### config.mk
export PLATFORM = sky130hd
export DESIGN_NAME = wtmt_ctrl
export DESIGN_NICKNAME = d
export VERILOG_FILES = /design/src/rtl/wtmt_pkg.sv /design/src/rtl/wtmt_ctrl.sv
export SDC_FILE = /design/constraint.sdc
export NUM_CORES = 1
export LEC_CHECK = 0
export BUFFER_PORTS_ARGS = -buffer_cell sky130_fd_sc_hd__buf_2
export CELL_PAD_IN_SITES_DETAIL_PLACEMENT = 1
export CELL_PAD_IN_SITES_GLOBAL_PLACEMENT = 1
export CORE_AREA = 2 2 39 41
export CTS_CLUSTER_SIZE = 20
export DETAILED_ROUTE_END_ITERATION = 8
export DIE_AREA = 0 0 41 43
export PLACE_DENSITY_LB_ADDON = 0.1
export RECOVER_POWER = 50
export SETUP_SLACK_MARGIN = 0.2
export SYNTH_ARGS = -nofsm -noshare
export SYNTH_HDL_FRONTEND = slang
export SYNTH_SLANG_ARGS = --single-unit
export TNS_END_PERCENT = 50
### constraint.sdc
create_clock -name clk -period 2.5 [get_ports clk]
set_input_delay 0.5 -clock clk [delete_from_list [all_inputs] [get_ports clk]]
set_output_delay 0.5 -clock clk [all_outputs]
set_load 0.05 [all_outputs]
### src/rtl/wtmt_pkg.sv
// Shared types and constants for the windowed trimmed mean tracker.
package wtmt_pkg;

    localparam int DATA_W = 24;

    localparam int DEF_HISTORY_DEPTH = 128;
    localparam int DEF_SHORT_WINDOW  = 5;
    localparam int DEF_MID_WINDOW    = 12;
    localparam int DEF_LONG_WINDOW   = 100;

    // divider: reciprocal estimate, then one correction step
    localparam int DIV_STEPS = 2;

    typedef logic [DATA_W-1:0] wtmt_data_t;

    // controller -> datapath
    typedef struct packed {
        logic start;     // take the sample, write history, open the walk
        logic walk;      // issue one history read
        logic div_load;  // load trimmed sums into the dividers
        logic div_step;  // one divider step in every lane
        logic finish;    // update minima, load the result register
    } wtmt_cmd_t;

    // datapath -> controller
    typedef struct packed {
        logic walk_last;
        logic div_last;
        logic out_busy;
    } wtmt_status_t;

endpackage

### src/rtl/wtmt_ctrl.sv
// Sequencing state machine: accept, walk history, divide, deliver.
module wtmt_ctrl import wtmt_pkg::*; (
    input  logic         clk,
    input  logic         rst_n,
    input  logic         in_valid,
    output logic         in_ready,
    input  wtmt_status_t status,
    output wtmt_cmd_t    cmd
);

    typedef enum logic [5:0] {
        ST_IDLE   = 6'b000001,
        ST_WALK   = 6'b000010,
        ST_DRAIN  = 6'b000100,
        ST_LOAD   = 6'b001000,
        ST_DIVIDE = 6'b010000,
        ST_FINISH = 6'b100000
    } wtmt_state_t;

    wtmt_state_t state_reg;
    wtmt_state_t state_next;

    always_comb
    begin
        state_next = state_reg;
        cmd        = '0;
        in_ready   = 1'b0;
        unique case (state_reg)
            ST_IDLE:
            begin
                in_ready = 1'b1;
                if (in_valid)
                begin
                    cmd.start  = 1'b1;
                    state_next = ST_WALK;
                end
            end
            ST_WALK:
            begin
                cmd.walk = 1'b1;
                if (status.walk_last)
                begin
                    state_next = ST_DRAIN;
                end
            end
            // last read data lands in the accumulators
            ST_DRAIN:
            begin
                state_next = ST_LOAD;
            end
            ST_LOAD:
            begin
                cmd.div_load = 1'b1;
                state_next   = ST_DIVIDE;
            end
            ST_DIVIDE:
            begin
                cmd.div_step = 1'b1;
                if (status.div_last)
                begin
                    state_next = ST_FINISH;
                end
            end
            ST_FINISH:
            begin
                if (!status.out_busy)
                begin
                    cmd.finish = 1'b1;
                    state_next = ST_IDLE;
                end
            end
            default:
            begin
                state_next = ST_IDLE;
            end
        endcase
    end

    always_ff @(posedge clk or negedge rst_n)
    begin
        if (!rst_n)
        begin
            state_reg <= ST_IDLE;
        end
        else
        begin
            state_reg <= state_next;
        end
    end

    a_start_walks: assert property (@(posedge clk) disable iff (!rst_n)
        cmd.start |=> state_reg == ST_WALK)
        else $error("walk did not follow an accepted sample");

    a_div_done: assert property (@(posedge clk) disable iff (!rst_n)
        (state_reg == ST_DIVIDE && status.div_last) |=> state_reg == ST_FINISH)
        else $error("divide phase did not end on the last step");

    a_state_onehot: assert property (@(posedge clk) disable iff (!rst_n)
        $onehot(state_reg))
        else $error("state register lost its one-hot code");

endmodule

==> results.sh, run 1 <==
export IMPL_num_io_pins=12
export IMPL_layout_common_cells="buf_2, buf_4, nor2_1, nor3_1"
export IMPL_p_sw_uw=308.3
export IMPL_drv_slew=0
export IMPL_clkSinkCount=6
export IMPL_wl_per_cell_um=13.96
export IMPL_synth_top_area_share_pct=31.75
export IMPL_rsz0062_at_grt="yes"
export IMPL_crit_type="reg2out"
export IMPL_finalCriticalPeriod_ps=2278
export IMPL_post_route_period_util_pct=91.10
export IMPL_grt_ovfl_total=0
export IMPL_setup_violations=0
export IMPL_p_int_uw=336.5
export IMPL_post_dp_hpwl_um=745
export IMPL_slowest_delay_ps=590
export IMPL_crit_path_top_delay_cell="or4_1"
export IMPL_tritoncts="done"
export IMPL_final_common_cell="buf_2"
export IMPL_hp_class="in2async"
export IMPL_crit_family="simple AND/OR/NAND/NOR gates"
export IMPL_power_density_mw_per_mm2=1224
export IMPL_ys_ff_latch=6
export IMPL_maxCapViolCount=0
export IMPL_cp_start_kind="register"
export IMPL_max_vdd_ir_drop_v=0.0004517
export IMPL_numCtsBuffers=3
export IMPL_hold_viol_final=0
export IMPL_drcViolationCount=0
export IMPL_arrival_ps=1780
export IMPL_grt_pass1_wl_um=1635
export IMPL_finClkSkew_ps=15.81
export IMPL_synthCells=42
export IMPL_via_count=394
export IMPL_total_power_uw=644.8
export IMPL_cp_required_ps=2000
export IMPL_hold_buffers=0
export IMPL_portBuffers=11
export IMPL_antenna_left=0
export IMPL_viasPerCell=5.397
export IMPL_clockBufferDepth=2
export IMPL_grt_usage_pct=14.37
export IMPL_initial_utilization_pct=28.48
export IMPL_fin_tns_setup_ps=0
export IMPL_synthTopCellsByArea="dfrtp_1, dfstp_2, nor3_1, nor2_1, nand3b_1"
export IMPL_clock_latency_ps=260
export IMPL_rows=14
export IMPL_path_cells="or4_1 > nor4b_2 > buf_4"
export IMPL_critPathMaxFanout=8
export IMPL_antenna_found_initial=0
export IMPL_clock_fmax_ghz=0.4391
export IMPL_root_buffer="clkbuf_4"
export IMPL_fp_dieArea_mm2=0.001763
export IMPL_die_h_um=43
export IMPL_core_area_mm2=0.001384
export IMPL_pwr_share_clk_pct=15.4
export IMPL_swShare_pct=47.82
export IMPL_synth_area_um2=394.1
export IMPL_drive_above_1_share_pct=45.61
export IMPL_grt_max_degree=10
export IMPL_gp_congestion=0.7283
export IMPL_outcome="complete, no violations"
export IMPL_ys_warn_count=0
export IMPL_area_growth_synth_to_final_pct=33.65
export IMPL_final_nets=64
export IMPL_tightest_slew_ps=324.2
export IMPL_synthDistinctLibCells=26
export IMPL_fin_util_pct=38.07
export IMPL_first_global_vias=377
export IMPL_cts_reportedPaths_clkPinSlew_ps=50
export IMPL_routed_wl_um=1019
export IMPL_nFillCells=165
export IMPL_die_w_um=41
export IMPL_synth_fp_nets=48
export IMPL_yosysSeqAreaShare_pct=38.41
export IMPL_end_kind="output port"
export IMPL_pwr_share_comb_pct=58.4
export IMPL_syn_area_per_cell_um2=9.384
export IMPL_crit_buf_inv=1
export IMPL_slew_headroom_pct=78.34
export IMPL_largest_register_ffs=6
export IMPL_n_antenna_cell=0
export IMPL_h_tree_depth=1
export IMPL_p_leak_nw=0.2440
export IMPL_first_iter_violations=4
export IMPL_synth_top_area_cell="dfrtp_1"
export IMPL_drtPass1Iterations=4
export IMPL_pwr_share_seq_pct=26.3
-- metrics by stage --
step | hold WS [ps] | cells | setup WS, ps | cell area (µm²)
after floorplan | 204.4 | 42 | 29.85 | 414.1
after global placement | 324.1 | 66 | 349.2 | 467.9
after CTS | 48.45 | 73 | 203.3 | 534.3
after global routing | 116.7 | 73 | 113.9 | 526.8
final | 94.90 | 73 | 222.4 | 526.8
after detailed placement | 327.1 | 66 | 302.5 | 467.9
-- power groups by stage --
stage          combinational (mW)  clock (mW)  sequential (mW)
2_1_floorplan               0.309           0            0.154
3_3_place_gp                0.349           0            0.174
3_5_place_dp                0.356           0            0.172
4_1_cts                     0.386       0.103            0.169
5_1_grt                     0.411       0.111            0.174
6_report                    0.377      0.0990            0.169
-- timing repair --
item                                    CTS  global route
gates resized for setup                   7             3
endpoints found under the setup margin    5             3
pin swaps                                 1             0
setup buffers                             3             0
hold endpoints to repair                  0             0
cloned                                    0             0
-- final timing paths --
| kind | startpoint | to | slack, ps | cells past startpoint |
|---|---|---|---|---|
| worst max-delay path | state_reg[3] | cmd[0] | 220 | 3 |
| worst min-delay path | rst_n | state_reg[3] | 90 | 1 |
| worst min register to register | state_reg[3] | state_reg[3] | 600 | 1 |
| min in group clk | status[1] | state_reg[5] | 540 | 3 |
| max in group asynchronous | rst_n | state_reg[0] | 2110 | 1 |
| worst max register to register | state_reg[4] | state_reg[0] | 800 | 3 |
-- cells in the mapped netlist (all sizes together) --
cell and count:
or3 1, nor3b 2, or2b 1, mux2i 1
o21ai 1, or2 2, nor4b 1, clkbuf 1
dfrtp 5, a21oi 1, a2111o 1, nand2b 2
a22oi 1, nor4 1, and2 1, or4 3
nor2 5, buf 2, nor3 4, nand3b 2
dfstp 1, o31ai 1, a211o 1, xor2 1
-- area by class of cell --
cell class / count / area [µm²] / area share [%]
sequential: 6 / 153.9 / 29.22
timing repair buffer: 14 / 87.58 / 16.63
multi-input combinational: 33 / 239.0 / 45.37
tap: 16 / 20.02 / 3.800
clock buffer: 4 / 26.28 / 4.988
-- worst reg2reg max path, stage by stage, from the launching register on --
cell,delay (ps)
dfrtp_2,470
or4_4,590
or3_1,380
a22oi_2,170
-- layer usage --
layer | GRT usage [%] | wire length, µm | vias up
met3 | 7.853 | 74 | 2
li1 | - | - | 186
met1 | 16.17 | 421 | 190
met4 | 4.000 | 13 | 0
met5 | 0 | 0 | -
met2 | 22.50 | 509 | 16
-- cell families (layout without fill, tap and decap cells) --
kind of cell	after synthesis	count (layout)	share of synthesized area (%)
XOR/XNOR	1	1	2.223
AND/OR/NAND/NOR	25	25	38.73
AO/OA/AOI/OAI	6	6	12.70
flip-flops	6	6	38.41
buffers and inverters	3	18	5.394
multiplexers	1	1	2.540
Note: power is estimated with default switching activity, not from simulation.
==> inputs of run 2 (changes only) <==
--- a/config.mk
+++ b/config.mk
@@ -14,7 +14,7 @@
 export DIE_AREA = 0 0 41 43
 export PLACE_DENSITY_LB_ADDON = 0.1
 export RECOVER_POWER = 50
-export SETUP_SLACK_MARGIN = 0.2
+export SETUP_SLACK_MARGIN = 0.3
 export SYNTH_ARGS = -nofsm -noshare
 export SYNTH_HDL_FRONTEND = slang
 export SYNTH_SLANG_ARGS = --single-unit
==> results.sh, run 2 (synthesized netlist as in run 1, its figures left out) <==
export IMPL_rsz0062_at_grt="yes"
export IMPL_tritoncts="done"
export IMPL_final_nets=66
export IMPL_layout_common_cells="buf_2, buf_4, nor2_1, nor3_1"
export IMPL_path_cells="or4_1 > nor4b_4 > buf_6"
export IMPL_drv_slew=0
export IMPL_numCtsBuffers=3
export IMPL_grt_max_degree=8
export IMPL_clkSinkCount=6
export IMPL_arrival_ps=1750
export IMPL_multi_input_area_um2=260.3
export IMPL_tightest_slew_ps=346.6
export IMPL_clock_latency_ps=250
export IMPL_crit_buf_inv=1
export IMPL_die_h_um=43
export IMPL_grt_use_met2_pct=24.38
export IMPL_area_growth_synth_to_final_pct=45.71
export IMPL_hp_class="in2async"
export IMPL_pwr_share_clk_pct=14.4
export IMPL_crit_path_top_delay_cell="or4_1"
export IMPL_viasPerCell=5.147
export IMPL_slew_headroom_pct=76.89
export IMPL_holdWs_ps=119.1
export IMPL_end_kind="output port"
export IMPL_root_buffer="clkbuf_4"
export IMPL_antenna_left=0
export IMPL_first_global_vias=415
export IMPL_fp_dieArea_mm2=0.001763
export IMPL_finClkSkew_ps=15.37
export IMPL_cp_required_ps=2000
export IMPL_gr_usage_met1_pct=19.08
export IMPL_maxCapViolCount=0
export IMPL_grt_usage_pct=15.67
export IMPL_num_io_pins=12
export IMPL_crit_family="simple AND/OR/NAND/NOR gates"
export IMPL_p_leak_nw=0.2573
export IMPL_power_density_mw_per_mm2=1184
export IMPL_setup_violations=0
export IMPL_h_tree_depth=1
export IMPL_finalCriticalPeriod_ps=2250
export IMPL_wl_per_cell_um=14.45
export IMPL_critPathMaxFanout=4
export IMPL_outcome="complete, no violations"
export IMPL_core_area_mm2=0.001384
export IMPL_n_antenna_cell=0
export IMPL_portBuffers=11
export IMPL_slowest_delay_ps=620
export IMPL_hold_buffers=0
export IMPL_fin_tns_setup_ps=0
export IMPL_gp_congestion=0.7220
export IMPL_max_vdd_ir_drop_v=0.0005686
export IMPL_pwr_share_seq_pct=24.6
export IMPL_grt_ovfl_total=0
export IMPL_cp_start_kind="register"
export IMPL_drive_above_1_share_pct=50.85
export IMPL_use_met3_pct=7.853
export IMPL_routed_wl_um=1084
export IMPL_swShare_pct=47.92
export IMPL_p_int_uw=354.1
export IMPL_cts_reportedPaths_clkPinSlew_ps=60
export IMPL_via_count=386
export IMPL_drcViolationCount=0
export IMPL_clockBufferDepth=2
export IMPL_nFillCells=168
export IMPL_die_w_um=41
export IMPL_largest_register_ffs=6
export IMPL_regArea_um2=155.1
export IMPL_first_iter_violations=6
export IMPL_initial_utilization_pct=28.48
export IMPL_p_sw_uw=325.9
export IMPL_hold_viol_final=0
export IMPL_rows=14
export IMPL_crit_type="reg2out"
export IMPL_antenna_found_initial=0
export IMPL_grt_pass1_wl_um=1807
export IMPL_top_usage_layer="met2"
export IMPL_clock_fmax_ghz=0.4444
export IMPL_pwr_share_comb_pct=60.9
export IMPL_post_route_period_util_pct=90.01
export IMPL_post_dp_hpwl_um=803.6
export IMPL_drtPass1Iterations=2
## run 2: cell types whose count changed in the layout (fill, tap and decap cells not counted)
cell,previous run,this run
nor4b_2,1,0
buf_2,7,6
nor4b_4,0,1
and2_4,0,1
nor3b_1,2,1
nor3b_4,0,1
buf_4,5,6
dfrtp_2,2,3
buf_6,1,3
dfrtp_1,3,2
and2_2,1,0
## run 2: power groups by stage
stage          sequential (mW)  clock [mW]  combinational [mW]
3_3_place_gp             0.170           0               0.378
6_report                 0.168      0.0982               0.414
3_5_place_dp             0.174           0               0.381
2_1_floorplan            0.157           0               0.347
5_1_grt                  0.172       0.113               0.444
4_1_cts                  0.170       0.101               0.434
## run 2: path summary, 6_finish.rpt
kind,start,end,slack [ps],depth (start not counted)
min,rst_n,state_reg[4],120,1
min reg2reg,state_reg[5],state_reg[0],640,2
max reg2reg,state_reg[5],state_reg[0],850,3
max,state_reg[3],cmd[0],250,3
max in group asynchronous,rst_n,state_reg[0],2060,1
min in group clk,status[1],state_reg[5],550,3
## run 2: worst register-to-register path, cell delays in order, from the launching register on
cell and delay, ps:
dfrtp_2 420, or4_4 590, or3_1 390, a22oi_2 160
## run 2: final cells by class
type                    instances  share of cell area (%)
clock buffers                   4                   4.575
multi-input cells              33                   45.32
flip-flops and latches          6                   27.02
well taps                      16                   3.486
repair buffers                 16                   19.61
## run 2: timing repair
action                                  4_1_cts  5_1_grt
buffers inserted                              4        1
resized for setup                            11        2
pin swaps                                     3        3
endpoints found under the setup margin        6        4
## run 2: per-stage QoR
step	worst slack, ps	total power, mW	cell area [µm²]	std cells	utilization [%]
6_report	249.6	0.6800	574.3	75	41.50
5_1_grt	164.2	0.7285	574.3	75	41.50
4_1_cts	254.9	0.7049	573.1	74	41.41
3_5_place_dp	378.2	0.5553	488.0	66	35.26
3_3_place_gp	417.4	0.5481	488.0	66	35.26
2_1_floorplan	210.3	0.5033	440.4	42	-
## run 2: layer usage
layer,share of wire (%),up-vias
met2,51,16
met5,0,-
met4,0,0
li1,-,187
met3,6.9,0
met1,42,183
==> inputs of run 3 (changes only) <==
--- a/config.mk
+++ b/config.mk
@@ -18,4 +18,3 @@
 export SYNTH_ARGS = -nofsm -noshare
 export SYNTH_HDL_FRONTEND = slang
 export SYNTH_SLANG_ARGS = --single-unit
-export TNS_END_PERCENT = 50
==> constraint.sdc (replaced) <==
create_clock -name clk -period 2.6 [get_ports clk]
set_input_delay 0.52 -clock clk [delete_from_list [all_inputs] [get_ports clk]]
set_output_delay 0.52 -clock clk [all_outputs]
set_load 0.05 [all_outputs]
==> results.sh, run 3 (synthesized netlist as in run 1, its figures left out) <==
export IMPL_gr_usage_met1_pct=15.36
export IMPL_reg2reg_slack_ps=900
export IMPL_tritoncts="done"
export IMPL_first_iter_violations=6
export IMPL_finalCriticalPeriod_ps=2261
export IMPL_arrival_ps=1740
export IMPL_reg2reg_depth=4
export IMPL_use_met3_pct=7.853
export IMPL_drv_slew=0
export IMPL_drtPass1Iterations=2
export IMPL_hp_class="in2async"
export IMPL_core_area_mm2=0.001384
export IMPL_n_antenna_cell=0
export IMPL_r2r_end="state_reg[2]"
export IMPL_antenna_found_initial=0
export IMPL_cp_start_kind="register"
export IMPL_clkSinkCount=6
export IMPL_die_w_um=41
export IMPL_viasPerCell=5.270
export IMPL_r2r_start="state_reg[3]"
export IMPL_multi_input_area_um2=244.0
export IMPL_grt_usage_pct=13.12
export IMPL_drive_above_1_share_pct=48.28
export IMPL_end_kind="output port"
export IMPL_cp_required_ps=2080
export IMPL_grt_ovfl_total=0
export IMPL_outcome="complete, no violations"
export IMPL_nFillCells=175
export IMPL_post_route_period_util_pct=86.94
export IMPL_drcViolationCount=0
export IMPL_initial_utilization_pct=28.48
export IMPL_post_dp_hpwl_um=771.7
export IMPL_portBuffers=11
export IMPL_critPathMaxFanout=4
export IMPL_grt_max_degree=10
export IMPL_cts_reportedPaths_clkPinSlew_ps=50
export IMPL_place_inst=66
export IMPL_top_usage_layer="met2"
export IMPL_routed_wl_um=981
export IMPL_layout_common_cells="buf_2, buf_4, nor2_1, nor3_1"
export IMPL_regArea_um2=153.9
export IMPL_pwr_share_comb_pct=60.2
export IMPL_tightest_slew_ps=323.9
export IMPL_final_common_cell="buf_2"
export IMPL_clockBufferDepth=2
export IMPL_slew_headroom_pct=78.41
export IMPL_p_sw_uw=296.8
export IMPL_crit_path_top_delay_cell="or4_1"
export IMPL_total_power_uw=638.3
export IMPL_max_vdd_ir_drop_v=0.0005156
export IMPL_fin_tns_setup_ps=0
export IMPL_grt_pass1_wl_um=1524
export IMPL_pwr_share_clk_pct=14.7
export IMPL_fp_dieArea_mm2=0.001763
export IMPL_via_count=390
export IMPL_setup_violations=0
export IMPL_die_h_um=43
export IMPL_crit_buf_inv=1
export IMPL_maxCapViolCount=0
export IMPL_first_global_vias=370
export IMPL_pwr_share_seq_pct=25.1
export IMPL_crit_type="reg2out"
export IMPL_slowest_delay_ps=560
export IMPL_stdcell_count=74
export IMPL_power_density_mw_per_mm2=1176
export IMPL_final_nets=65
export IMPL_num_io_pins=12
export IMPL_area_growth_synth_to_final_pct=37.78
export IMPL_grt_use_met2_pct=20.31
export IMPL_antenna_left=0
export IMPL_h_tree_depth=1
export IMPL_rows=14
export IMPL_p_leak_nw=0.2520
export IMPL_swShare_pct=46.50
export IMPL_crit_family="simple AND/OR/NAND/NOR gates"
export IMPL_rsz0062_at_grt="no"
export IMPL_clock_latency_ps=250
export IMPL_clock_fmax_ghz=0.4424
export IMPL_gp_congestion=0.7396
export IMPL_path_cells="or4_1 > nor3b_1 > buf_6"
export IMPL_numCtsBuffers=3
export IMPL_largest_register_ffs=6
export IMPL_wl_per_cell_um=13.26
export IMPL_p_int_uw=341.5
export IMPL_hold_viol_final=0
export IMPL_finClkSkew_ps=13.64
export IMPL_root_buffer="clkbuf_4"
-- run 3: changes by cell type in the layout (fill, tap and decap cells not counted), sizes merged --
cell,delta
buf,-1
-- run 3: worst max-delay path by stage --
stage	cells past startpoint	startpoint	slack, ps	to
2_1_floorplan	3	state_reg[3]	110	cmd[0]
3_3_place_gp	4	state_reg[4]	430	cmd[4]
3_5_place_dp	4	state_reg[4]	390	cmd[4]
4_1_cts	3	state_reg[1]	300	cmd[2]
5_1_grt	3	state_reg[1]	240	cmd[2]
6_report	3	state_reg[1]	340	cmd[2]
-- run 3: repair_timing --
item | CTS | global route
pin swaps | 1 | 0
gates resized for setup | 8 | 4
buffers inserted | 3 | 1
setup endpoints to repair | 5 | 3
gates cloned | 0 | 0
hold buffers | 0 | 0
-- run 3: through the flow --
| stage | setup slack (ps) | util [%] | hold slack, ps | area (µm²) |
|---|---|---|---|---|
| CTS | 295.7 | 38.97 | 76.84 | 539.3 |
| global placement | 431.6 | 33.91 | 344.7 | 469.2 |
| detailed placement | 385.9 | 33.91 | 350.6 | 469.2 |
| finish | 339.5 | 39.24 | 130.0 | 543.0 |
| global route | 237.0 | 39.24 | 138.1 | 543.0 |
| floorplan | 109.9 | - | 224.4 | 415.4 |
-- run 3: worst register-to-register path: cells and delay by family (launching register included) --
| kind | cells | cell delay [ps] |
|---|---|---|
| AOI/OAI and AO/OA | 1 | 190 |
| and+or+nand+nor | 3 | 920 |
| DFF | 1 | 460 |
-- run 3: area by class of cell --
cell class                      count  share of cell area, %
Timing Repair Buffer               15                  18.20
Clock buffer                        4                  4.839
Multi-Input combinational cell     33                  44.93
Sequential cell                     6                  28.34
Tap cell                           16                  3.687
-- run 3: power by group through the flow --
stage | registers, mW | clock network, mW | logic, mW
2_1_floorplan | 0.148 | 0 | 0.302
3_3_place_gp | 0.165 | 0 | 0.340
3_5_place_dp | 0.166 | 0 | 0.346
4_1_cts | 0.164 | 0.0975 | 0.381
5_1_grt | 0.167 | 0.107 | 0.414
6_report | 0.160 | 0.0939 | 0.384
-- run 3: layer usage --
| layer | part of all wire (%) | routed length, µm |
|---|---|---|
| met1 | 41 | 405 |
| met4 | 0 | 0 |
| met2 | 51 | 497 |
| met3 | 8.0 | 78 |
| met5 | 0 | 0 |
